File: config.mk
export PLATFORM = sky130hd
export DESIGN_NAME = omni_drive_motor_mixer
export DESIGN_NICKNAME = d
export VERILOG_FILES = /design/src/sv/odmm_pkg.sv /design/src/sv/omni_drive_motor_mixer.sv
export SDC_FILE = /design/constraint.sdc
export NUM_CORES = 1
export LEC_CHECK = 0
export BUFFER_PORTS_ARGS = -buffer_cell sky130_fd_sc_hd__buf_2
export CORE_ASPECT_RATIO = 1.25
export CORE_UTILIZATION = 45
export CTS_BUF_LIST = sky130_fd_sc_hd__clkbuf_4
export CTS_CLUSTER_SIZE = 40
export DETAILED_ROUTE_END_ITERATION = 8
export GPL_TIMING_DRIVEN = 1
export PLACE_DENSITY = 0.72
export SLEW_MARGIN = 20
export SYNTH_ARGS = -nofsm -noshare
export SYNTH_HDL_FRONTEND = slang
export SYNTH_SLANG_ARGS = --single-unit
File: constraint.sdc
create_clock -name clk -period 9.8 [get_ports clk]
set_clock_uncertainty 0.15 [all_clocks]
set_input_delay 1.47 -clock clk [delete_from_list [all_inputs] [get_ports clk]]
set_output_delay 1.47 -clock clk [all_outputs]
set_load 0.005 [all_outputs]
File: src/sv/odmm_pkg.sv
`timescale 1ns / 1ps
// Package for the omni drive motor mixer.
// Holds the sequencer state type, register indexes, constants and the divide-by-255 helper.
// No dependencies.
package odmm_pkg;

  localparam int unsigned NUM_WHEELS  = 4;
  localparam int unsigned DIV_STEPS   = 8;
  localparam int unsigned CFG_IDX_W   = 3;
  localparam int unsigned CFG_DATA_W  = 7;

  localparam logic [7:0]  AXIS_SCALE     = 8'd180;
  localparam logic [17:0] SQRT_HALF_Q16  = 18'd46341;

  localparam logic signed [8:0]  AXIS_MID   = 9'sd90;
  localparam logic signed [7:0]  AXIS_POS   = 8'sd90;
  localparam logic signed [7:0]  AXIS_NEG   = -8'sd90;
  localparam logic signed [7:0]  AXIS_DEAD  = 8'sd8;
  localparam logic signed [7:0]  TURN_DEAD  = 8'sd2;
  localparam logic signed [11:0] BASE_MID   = 12'sd90;
  localparam logic signed [11:0] TARGET_MIN = 12'sd5;
  localparam logic signed [11:0] TARGET_MAX = 12'sd175;

  typedef enum logic [CFG_IDX_W-1:0] {
    CFG_MAX_TURN      = 3'd0,
    CFG_TURN_GAIN     = 3'd1,
    CFG_HANDICAP      = 3'd2,
    CFG_MOTOR_OFFSET  = 3'd3,
    CFG_REVERSE_DRIVE = 3'd4
  } cfg_idx_t;

  typedef enum logic [2:0] {
    ST_IDLE,
    ST_MAP,
    ST_BASE,
    ST_MUL,
    ST_DIV,
    ST_APPLY,
    ST_DONE
  } state_t;

  // Exact floor(n / 255) for any 16-bit n below 65535, using n = 255q + r.
  function automatic logic [8:0] div255(input logic [15:0] n);
    logic [16:0] t;
    t = 17'(n) + 17'(n[15:8]) + 17'd1;
    return t[16:8];
  endfunction

endpackage

File: src/sv/omni_drive_motor_mixer.sv
`timescale 1ns / 1ps
// Omni drive motor mixer: joystick sample in, four slew-limited wheel commands out.
// Depends on odmm_pkg.
//
//   channel | ports                                                | direction
//   --------+------------------------------------------------------+----------
//   in      | in_valid, in_stall, in_stick_*, in_hold_l2, in_pad_* | sink
//   out     | out_valid, out_stall, out_wheel_*                    | source
//   cfg     | cfg_we, cfg_index, cfg_data                          | sink
//
// An item goes from acceptance through axis mapping and base sum, then through the shared
// multiplier and 8-step handicap divider for each wheel in turn, then into the output
// register. The next item is accepted once that result has been loaded.
// Reset clears the internal wheel commands to zero and the config registers to their defaults.
// A result held by out_stall does not block the next item, only the next result.
module omni_drive_motor_mixer (
  input  logic                               clk,
  input  logic                               rst_n,
  input  logic                               in_valid,
  output logic                               in_stall,
  input  logic [7:0]                         in_stick_y,
  input  logic [7:0]                         in_stick_x,
  input  logic [7:0]                         in_stick_turn,
  input  logic                               in_hold_l2,
  input  logic                               in_pad_up,
  input  logic                               in_pad_down,
  input  logic                               in_pad_left,
  input  logic                               in_pad_right,
  output logic                               out_valid,
  input  logic                               out_stall,
  output logic [7:0]                         out_wheel_one,
  output logic [7:0]                         out_wheel_two,
  output logic [7:0]                         out_wheel_three,
  output logic [7:0]                         out_wheel_four,
  input  logic                               cfg_we,
  input  logic [odmm_pkg::CFG_IDX_W-1:0]     cfg_index,
  input  logic [odmm_pkg::CFG_DATA_W-1:0]    cfg_data
);
  import odmm_pkg::*;

  state_t state_r, state_nxt;

  logic [6:0]        max_turn_r;
  logic [2:0]        turn_gain_r;
  logic [3:0]        handicap_r;
  logic signed [5:0] motor_offset_r;
  logic              reverse_drive_r;

  logic [7:0] stick_y_r, stick_x_r, stick_turn_r;
  logic       hold_l2_r, pad_up_r, pad_down_r, pad_left_r, pad_right_r;

  logic signed [7:0]  y_r, x_r, turn_r;
  logic signed [11:0] base_r;
  logic [1:0]         idx_r;
  logic [2:0]         cnt_r;
  logic               neg_r;
  logic [7:0]         quo_r;
  logic [4:0]         rem_r;
  logic [7:0]         cmd_r [NUM_WHEELS];

  logic       out_valid_r;
  logic [7:0] out_one_r, out_two_r, out_three_r, out_four_r;

  logic accept, load_out, last_step, last_wheel;

  // Axis and turn mapping.
  logic [15:0]       y_prod, x_prod, t_prod;
  logic [8:0]        y_q, x_q, t_q;
  logic signed [7:0] y_map, x_map, turn_map, y_sel, x_sel, y_dz, x_dz, turn_dz;
  logic signed [8:0] turn_wide;

  always_comb begin
    y_prod    = 16'(stick_y_r) * 16'(AXIS_SCALE);
    x_prod    = 16'(stick_x_r) * 16'(AXIS_SCALE);
    t_prod    = 16'(stick_turn_r) * 16'({max_turn_r, 1'b0});
    y_q       = div255(y_prod);
    x_q       = div255(x_prod);
    t_q       = div255(t_prod);
    y_map     = 8'(AXIS_MID - $signed(y_q));
    x_map     = 8'(AXIS_MID - $signed(x_q));
    turn_wide = $signed(t_q) - $signed({2'b00, max_turn_r});
    turn_map  = 8'(turn_wide);
    y_sel     = y_map;
    x_sel     = x_map;
    if (!hold_l2_r) begin
      priority if (pad_up_r) begin
        y_sel = AXIS_POS;
        x_sel = '0;
      end else if (pad_down_r) begin
        y_sel = AXIS_NEG;
        x_sel = '0;
      end else if (pad_left_r) begin
        y_sel = '0;
        x_sel = AXIS_POS;
      end else if (pad_right_r) begin
        y_sel = '0;
        x_sel = AXIS_NEG;
      end else begin
        y_sel = y_map;
        x_sel = x_map;
      end
    end
    y_dz    = (y_sel > -AXIS_DEAD && y_sel < AXIS_DEAD) ? '0 : y_sel;
    x_dz    = (x_sel > -AXIS_DEAD && x_sel < AXIS_DEAD) ? '0 : x_sel;
    turn_dz = (turn_map > -TURN_DEAD && turn_map < TURN_DEAD) ? '0 : turn_map;
  end

  // Base term shared by all wheels.
  logic signed [11:0] gain_prod, base_val;
  always_comb begin
    gain_prod = $signed({9'b0, turn_gain_r}) * 12'(turn_r);
    base_val  = gain_prod + BASE_MID + 12'(motor_offset_r);
  end

  // Translation term of the current wheel and its scaling by 1/sqrt2.
  logic signed [8:0]  tr_raw, tr_val;
  logic signed [26:0] tr_prod;
  logic signed [10:0] p_val;
  logic [10:0]        p_mag;
  always_comb begin
    unique case (idx_r)
      2'd0: tr_raw = 9'(x_r) - 9'(y_r);
      2'd1: tr_raw = -(9'(x_r) + 9'(y_r));
      2'd2: tr_raw = 9'(y_r) - 9'(x_r);
      2'd3: tr_raw = 9'(x_r) + 9'(y_r);
      default: tr_raw = '0;
    endcase
    tr_val  = reverse_drive_r ? -tr_raw : tr_raw;
    tr_prod = 27'(tr_val) * $signed({9'b0, SQRT_HALF_Q16});
    p_val   = tr_prod[26:16];
    p_mag   = p_val[10] ? 11'(-p_val) : 11'(p_val);
  end

  // One restoring divide step by the handicap.
  logic [3:0] div_val;
  logic [4:0] div_shift, div_rem;
  logic       div_bit;
  always_comb begin
    div_val   = (handicap_r == '0) ? 4'd1 : handicap_r;
    div_shift = {rem_r[3:0], quo_r[7]};
    div_bit   = div_shift >= {1'b0, div_val};
    div_rem   = div_bit ? div_shift - {1'b0, div_val} : div_shift;
  end

  // Floor quotient, target clamp and slew step.
  logic [8:0]         q_adj;
  logic signed [9:0]  fq;
  logic signed [11:0] sum_val;
  logic [7:0]         target, cur, cmd_step;
  always_comb begin
    q_adj    = {1'b0, quo_r} + 9'(rem_r != '0);
    fq       = neg_r ? -$signed({1'b0, q_adj}) : $signed({2'b00, quo_r});
    sum_val  = base_r + 12'(fq);
    if (sum_val < TARGET_MIN) begin
      target = 8'(TARGET_MIN);
    end else if (sum_val > TARGET_MAX) begin
      target = 8'(TARGET_MAX);
    end else begin
      target = sum_val[7:0];
    end
    cur = cmd_r[idx_r];
    if (target > cur) begin
      cmd_step = cur + 8'd1;
    end else if (target < cur) begin
      cmd_step = cur - 8'd1;
    end else begin
      cmd_step = cur;
    end
  end

  // Sequencer next state.
  always_comb begin
    state_nxt = state_r;
    unique case (state_r)
      ST_IDLE:  if (in_valid) state_nxt = ST_MAP;
      ST_MAP:   state_nxt = ST_BASE;
      ST_BASE:  state_nxt = ST_MUL;
      ST_MUL:   state_nxt = ST_DIV;
      ST_DIV:   if (last_step) state_nxt = ST_APPLY;
      ST_APPLY: state_nxt = last_wheel ? ST_DONE : ST_MUL;
      ST_DONE:  if (!out_valid_r || !out_stall) state_nxt = ST_IDLE;
      default:  state_nxt = ST_IDLE;
    endcase
  end

  // Sequencer control outputs.
  always_comb begin
    in_stall   = state_r != ST_IDLE;
    accept     = state_r == ST_IDLE && in_valid;
    load_out   = state_r == ST_DONE && (!out_valid_r || !out_stall);
    last_step  = cnt_r == 3'(DIV_STEPS - 1);
    last_wheel = idx_r == 2'(NUM_WHEELS - 1);
  end

  always_ff @(posedge clk) begin
    if (!rst_n) begin
      state_r         <= ST_IDLE;
      out_valid_r     <= 1'b0;
      max_turn_r      <= 7'd30;
      turn_gain_r     <= 3'd1;
      handicap_r      <= 4'd1;
      motor_offset_r  <= '0;
      reverse_drive_r <= 1'b0;
      idx_r           <= '0;
      cnt_r           <= '0;
      for (int i = 0; i < NUM_WHEELS; i++) cmd_r[i] <= '0;
    end else begin
      state_r     <= state_nxt;
      out_valid_r <= load_out | (out_valid_r & out_stall);
      if (cfg_we) begin
        unique case (cfg_index)
          CFG_MAX_TURN:      max_turn_r      <= cfg_data;
          CFG_TURN_GAIN:     turn_gain_r     <= cfg_data[2:0];
          CFG_HANDICAP:      handicap_r      <= cfg_data[3:0];
          CFG_MOTOR_OFFSET:  motor_offset_r  <= cfg_data[5:0];
          CFG_REVERSE_DRIVE: reverse_drive_r <= cfg_data[0];
          default: ;
        endcase
      end
      if (state_r == ST_BASE) idx_r <= '0;
      if (state_r == ST_MUL) cnt_r <= '0;
      if (state_r == ST_DIV) cnt_r <= cnt_r + 3'd1;
      if (state_r == ST_APPLY) begin
        cmd_r[idx_r] <= cmd_step;
        idx_r        <= idx_r + 2'd1;
      end
    end
  end

  always_ff @(posedge clk) begin
    if (accept) begin
      stick_y_r    <= in_stick_y;
      stick_x_r    <= in_stick_x;
      stick_turn_r <= in_stick_turn;
      hold_l2_r    <= in_hold_l2;
      pad_up_r     <= in_pad_up;
      pad_down_r   <= in_pad_down;
      pad_left_r   <= in_pad_left;
      pad_right_r  <= in_pad_right;
    end
    if (state_r == ST_MAP) begin
      y_r    <= y_dz;
      x_r    <= x_dz;
      turn_r <= turn_dz;
    end
    if (state_r == ST_BASE) base_r <= base_val;
    if (state_r == ST_MUL) begin
      neg_r <= p_val[10];
      quo_r <= p_mag[7:0];
      rem_r <= '0;
    end
    if (state_r == ST_DIV) begin
      quo_r <= {quo_r[6:0], div_bit};
      rem_r <= div_rem;
    end
    if (load_out) begin
      out_one_r   <= cmd_r[0];
      out_two_r   <= cmd_r[1];
      out_three_r <= cmd_r[2];
      out_four_r  <= cmd_r[3];
    end
  end

  assign out_valid       = out_valid_r;
  assign out_wheel_one   = out_one_r;
  assign out_wheel_two   = out_two_r;
  assign out_wheel_three = out_three_r;
  assign out_wheel_four  = out_four_r;

endmodule

## After elaboration in Yosys (flattened, before gate mapping)

Memory sizes are Yosys's and may differ from the RTL's. A register that Yosys moved wholly into a read port is not among the register bits.
Cells that the tools add are included.

| word-level totals | value |
|---|---|
| input bits | 44 |
| RAM bits | 32 |
| memories | 1 |
| register bits | 109 |

Memories:

| memory | words | bits a word | rd ports | clocked after memory_dff | wr ports | line | source |
|---|---|---|---|---|---|---|---|
| cmd_r | 4 | 8 | 5 | 5 | 4 | omni_drive_motor_mixer.sv:59 | `logic [7:0] cmd_r [NUM_WHEELS];` |

| operators by class | value |
|---|---|
| reductions and logical operators | 23 |
| magnitude comparators | 11 |
| $mul | 5 |
| bitwise operators | 2 |
| add/subtract/negate cells | 25 |
| eq/ne operators | 17 |
| mux-type cells | 42 |

Operators by type and width:

| cell | count |
|---|---|
| 2-to-1 mux 8 bit | 18 |
| adder 16 x 1 -> 16 bit (second input constant) | 3 |
| adder 16 x 8 -> 16 bit | 3 |
| one-hot mux 9 bit (4 select lines) | 1 |
| multiplier 8 x 6 -> 14 bit (second input constant) | 2 |
| multiplier 9 x 17 -> 26 bit (second input constant) | 1 |
| one-hot mux 3 bit (7 select lines) | 1 |
| 2-to-1 mux 3 bit | 6 |
| negator 9 bit | 2 |
| subtractor 8 x 8 -> 9 bit | 2 |
| greater-than comparator 8 x 4 -> 1 bit (second input constant) | 2 |
| less-than comparator 8 x 5 -> 1 bit (second input constant) | 2 |
| subtractor 8 bit (first input constant) | 2 |
| equality test 3 bit (second input constant) | 5 |
| multiplier 8 x 7 -> 15 bit | 1 |
| 2-to-1 mux 5 bit | 3 |
| adder 12 x 10 -> 12 bit | 1 |
| adder 12 x 6 -> 12 bit | 1 |
| adder 12 x 8 -> 12 bit (second input constant) | 1 |
| equality test 3 x 2 -> 1 bit (second input constant) | 4 |
| greater-than comparator 12 x 9 -> 1 bit (second input constant) | 1 |
| less-than comparator 12 x 4 -> 1 bit (second input constant) | 1 |
| multiplier 4 x 8 -> 12 bit | 1 |
| 2-to-1 mux 10 bit | 1 |
| other kinds (37) | 60 |

## Logic depth before layout (Yosys ltp)

| depth | value |
|---|---|
| depth after elaboration | 12 |
| depth in mapped cells | 39 |
| mapped depth without buffers | 37 |

## Least setup slack after synthesis

No wires, ideal clock.

| timing | value |
|---|---|
| kind | register to register |
| start point | register stick_turn_r[1] |
| end point | register turn_r[0], data pin |
| cell stages (with the launch flop) | 37 |
| data required time | 9.366 ns |
| clock period less this slack | 8.007 ns |
| setup time | 0.284 ns |
| data arrival time | 7.572 ns |
| slack | 1.793 ns |
| cells stage by stage | edfxtp_1 -> and2_1 -> fa_1 -> inv_1 -> fa_1 -> inv_1 -> fa_1 -> inv_1 -> fa_1 -> inv_1 -> ha_1 -> buf_2 -> o21ai_0 -> nand2b_1 -> nand3_1 -> a21oi_1 -> nor2_1 -> o311ai_0 -> ha_1 -> o2111ai_1 -> nand2_1 -> a21oi_1 -> a21o_1 -> nor3_1 -> xor2_1 -> ha_1 -> nor2b_1 -> o21ai_0 -> nand2b_1 -> a21o_1 -> a21o_1 -> a21o_1 -> a21oi_1 -> xnor2_1 -> xnor2_1 -> nor3_1 -> a311oi_1 |

| between the ends | value |
|---|---|
| word-level cells in the longest chain between the ends | 6 |
| elaborated cells on any way between the ends | 7 |

Ends and longest elaborated chain:

| item | line | source |
|---|---|---|
| start, declared | omni_drive_motor_mixer.sv:49 | `logic [7:0] stick_y_r, stick_x_r, stick_turn_r;` |
| start signal, assigned | omni_drive_motor_mixer.sv:234 | `stick_turn_r <= in_stick_turn;` |
| multiplier 8 x 7 -> 15 bit * | omni_drive_motor_mixer.sv:75 | `t_prod = 16'(stick_turn_r) * 16'({max_turn_r, 1'b0});` |
| adder 16 x 8 -> 16 bit * | odmm_pkg.sv:45 | `t = 17'(n) + 17'(n[15:8]) + 17'd1;` |
| adder 16 x 1 -> 16 bit * | odmm_pkg.sv:45 |  |
| subtractor 8 bit * | omni_drive_motor_mixer.sv:81 | `turn_wide = $signed(t_q) - $signed({2'b00, max_turn_r});` |
| greater-than comparator 8 x 2 -> 1 bit / less-than comparator 8 x 3 -> 1 bit (equally long branches) | omni_drive_motor_mixer.sv:105 | `turn_dz = (turn_map > -TURN_DEAD && turn_map < TURN_DEAD) ? '0 : turn_map;` |
| logical AND 1 bit | omni_drive_motor_mixer.sv:105 |  |
| end signal, assigned | omni_drive_motor_mixer.sv:244 | `turn_r <= turn_dz;` |
| end, declared | omni_drive_motor_mixer.sv:52 | `logic signed [7:0] y_r, x_r, turn_r;` |

Every way passes the cells marked *; elsewhere a longest branch is shown, timed or not.
A chain may end at the register's enable or synchronous reset.

## Final worst setup path

| timing | value |
|---|---|
| start point | register x_r[2] |
| end point | register quo_r[4], data pin |

| between the ends | value |
|---|---|
| word-level cells in the longest chain between the ends | 10 |
| elaborated cells on any way between the ends | 12 |

Ends and longest elaborated chain:

| item | line | source |
|---|---|---|
| start, declared | omni_drive_motor_mixer.sv:52 |  |
| start signal, assigned | omni_drive_motor_mixer.sv:243 | `x_r <= x_dz;` |
| adder 8 x 8 -> 9 bit | omni_drive_motor_mixer.sv:123, omni_drive_motor_mixer.sv:125 |  |
| negator 9 bit | omni_drive_motor_mixer.sv:123 | `2'd1: tr_raw = -(9'(x_r) + 9'(y_r));` |
| one-hot mux 9 bit (4 select lines) * | omni_drive_motor_mixer.sv:121 | `unique case (idx_r)` |
| negator 9 bit | omni_drive_motor_mixer.sv:128 | `tr_val = reverse_drive_r ? -tr_raw : tr_raw;` |
| 2-to-1 mux 9 bit * | omni_drive_motor_mixer.sv:128 |  |
| multiplier 9 x 17 -> 26 bit * | omni_drive_motor_mixer.sv:129 | `tr_prod = 27'(tr_val) * $signed({9'b0, SQRT_HALF_Q16});` |
| negator 8 bit | omni_drive_motor_mixer.sv:131 | `p_mag = p_val[10] ? 11'(-p_val) : 11'(p_val);` |
| 2-to-1 mux 8 bit * | omni_drive_motor_mixer.sv:131 |  |
| 2-to-1 mux 8 bit * | omni_drive_motor_mixer.sv:247 | `if (state_r == ST_MUL) begin` |
| 2-to-1 mux 8 bit * | omni_drive_motor_mixer.sv:252 | `if (state_r == ST_DIV) begin` |
| end signal, assigned | omni_drive_motor_mixer.sv:249 | `quo_r <= p_mag[7:0];` |
| end signal, assigned | omni_drive_motor_mixer.sv:253 | `quo_r <= {quo_r[6:0], div_bit};` |
| end, declared | omni_drive_motor_mixer.sv:57 | `logic [7:0] quo_r;` |

Every way passes the cells marked *; elsewhere a longest branch is shown, timed or not. The select of a mux whose other input is x is not followed.

==> flow_summary.toml <==
[run_status]
status = "complete, but fails checks"
violations = "design-rule violations"

[place]
io_buffer_count = 77
place.gp.congestion = 0.887
post-place-ws_ns = 0.736
dpl.hpwl_um = 29100
placed_area_um2 = 18700

[global_routing]
grt-ovfl-total = 0
grt_pass1_vias = 13300
grt_max_degree = 37
grt_pass1_wl_um = 59700
track_usage_pct = 18.0
antenna_found_initial = 6

[cts]
post_cts_resized = 0
cts_sinks = 175
root_buffer = "clkbuf_4"
cts_buffers = 17
path_clk_slew_ns = 0.20
cts_tree = "yes"
cts_max_level = 4
clock_latency_ns = 0.66
clockBufferDepth = 2
post_cts_buffers = 0
cts_hold_buf = 0

[sta]
tightest_slew_ns = 0.992
grt_setup_unrepaired = "no"
post-route-period-util_pct = 92.9
slew_headroom_pct = 33.6
max_freq_ghz = 0.110
fin_crit_ns = 9.11
setup_viol = 0
fin_ws_ns = 0.692
final-hold-violation-count = 0
final_max_slew_viol_count = 0
fin_setup_tns_ns = 0

[detailed_routing]
drtIter0Drc = 585
drt.antenna.violating_nets = 0
wl_per_cell_um = 14.3
num_vias = 13100
drtPass1Iterations = 7
drc = 16
vias_per_cell = 5.35
drt_wl_total_um = 35000

[synth]
netlist_area_um2 = 17800
ys_ff_latch = 175
netlist-cell-type-count = 84
ys_async_sr_fraction_pct = 0
ys_warn_count = 0
synth_area_leader_cell = "edfxtp_1"
netlist_instances = 1860
ys.flop_type = "edfxtp_1"
syn_area_per_cell_um2 = 9.55
synth_top_area_share_pct = 24.2
synth.top_cells.by_area = "edfxtp_1 (24%), ha_1 (20%), fa_1 (11%)"
synth_edf_count = 143
syn-num-nets = 2278
yosysSeqAreaShare_pct = 27.8

[worst_setup_path]
cp-start-kind = "flop"
cp_slowest_stage_delay_ns = 0.57
critPathMaxFanout = 13
cpMostUsedCell = "ha_1"
required_ns = 10.10
end_kind = "flop"
slowest_stage = "ha_1"
worstSetupPathType = "reg -> reg"
crit_buf_inv = 4
crit_family = "adder cells"
arrival_ns = 9.41

[floorplan]
die_w_um = 180
start_util_pct = 45.5
die_area_um2 = 40300
io_pins = 78
die_h_um = 224
fp.coreArea_um2 = 39000
num_rows = 81

[final_layout]
regArea_um2 = 4930
area_delta_synth_final_pct = 6.97
final_area_um2 = 19000
final_common_cell = "inv_1"
multi_input_area_um2 = 11600
n_fill_cell = 3564
most-common-layout-cells = "inv_1 (290), ha_1 (277), edfxtp_1 (143), nor2_1 (133), nand2_1 (113)"
final_nets = 2344
drive_above_1_share_pct = 8.15

[job]
drv_cap = 0

[min_path]
hold_path_class = "reg -> reg"
-- kinds of logic (layout without fill, tap and decap cells) --
group	count (synthesis)	in the layout	share of synthesized area (%)
muxes	28	28	2.08
other	0	3	0
AOI/OAI and AO/OA	342	342	12.7
buffers and inverters	327	406	7.04
adders and majority gates	374	374	30.4
xor gates and xnor gates	119	119	5.95
DFF	175	175	27.8
and+or+nand+nor	495	495	14.0
-- final cells by class --
class,count,area share (%)
multi-input cells,1358,61.0
flip-flops and latches,175,26.0
inverters,292,5.77
well taps,498,3.28
repair buffers,82,2.23
clock inverters,15,1.09
clock buffers,17,0.672
diodes,3,0.0395
-- flip-flops by register name, summed over array words and instances (netlist names), 4 cells and up, named ones only --
name,cells
cmd_r,32
base_r,12
out_wheel_four,8
out_wheel_one,8
out_wheel_three,8
out_wheel_two,8
quo_r,8
stick_turn_r,8
stick_x_r,8
stick_y_r,8
turn_r,8
x_r,8
y_r,8
max_turn_r,7
motor_offset_r,6
rem_r,5
handicap_r,4
-- layer usage --
| layer | share of wire [%] | global-route usage [%] | wire length [um] |
|---|---|---|---|
| met4 | 1.9 | 5.98 | 662 |
| met3 | 3.6 | 2.86 | 1250 |
| met2 | 52 | 34.0 | 18300 |
| met5 | 0.071 | 0 | 25 |
| met1 | 42 | 20.5 | 14700 |
-- through the flow --
stage / util, % / cells / hold slack [ns]
after floorplan: - / 1860 / 0.270
after global placement: 47.8 / 2405 / 0.275
after detailed placement: 47.8 / 2405 / 0.284
after CTS: 48.7 / 2437 / 0.298
after global routing: 48.7 / 2439 / 0.306
final: 48.7 / 2440 / 0.301
-- synth_stat cells, drive strengths merged, types with 9 or more instances --
master and count:
fa 97, ha 277, or2 9, o211ai 11, and2 59, buf 11
dfxtp 32, o21ai 70, xnor2 90, inv 292, nand2 113, nand4 11
nand3 26, a21o 34, edfxtp 143, a21oi 95, o21bai 20, or3 11
xor2 29, a211oi 19, nor3 33, nor3b 9, o21a 16, nand2b 19
a21boi 9, mux2i 19, nor2b 35, nor2 133, clkbuf 24
-- final timing paths --
| path | from | endpoint | slack (ns) | cells after the start |
|---|---|---|---|---|
| worst max-delay path | x_r[2]$_SDFFCE_PP0N_ | quo_r[4]$_DFFE_PP_ | 0.69 | 29 |
| worst min-delay path | cmd_r[0][2]$_SDFFCE_PN0P_ | out_wheel_one[2]$_DFFE_PP_ | 0.30 | 0 |
| worst max register to register | x_r[2]$_SDFFCE_PP0N_ | quo_r[4]$_DFFE_PP_ | 0.69 | 29 |
| worst min register to register | cmd_r[0][2]$_SDFFCE_PN0P_ | out_wheel_one[2]$_DFFE_PP_ | 0.30 | 0 |
Power is left out: the tool's default activity adds up to more than one toggle a clock period on the data nets, which glitch-free logic cannot reach.
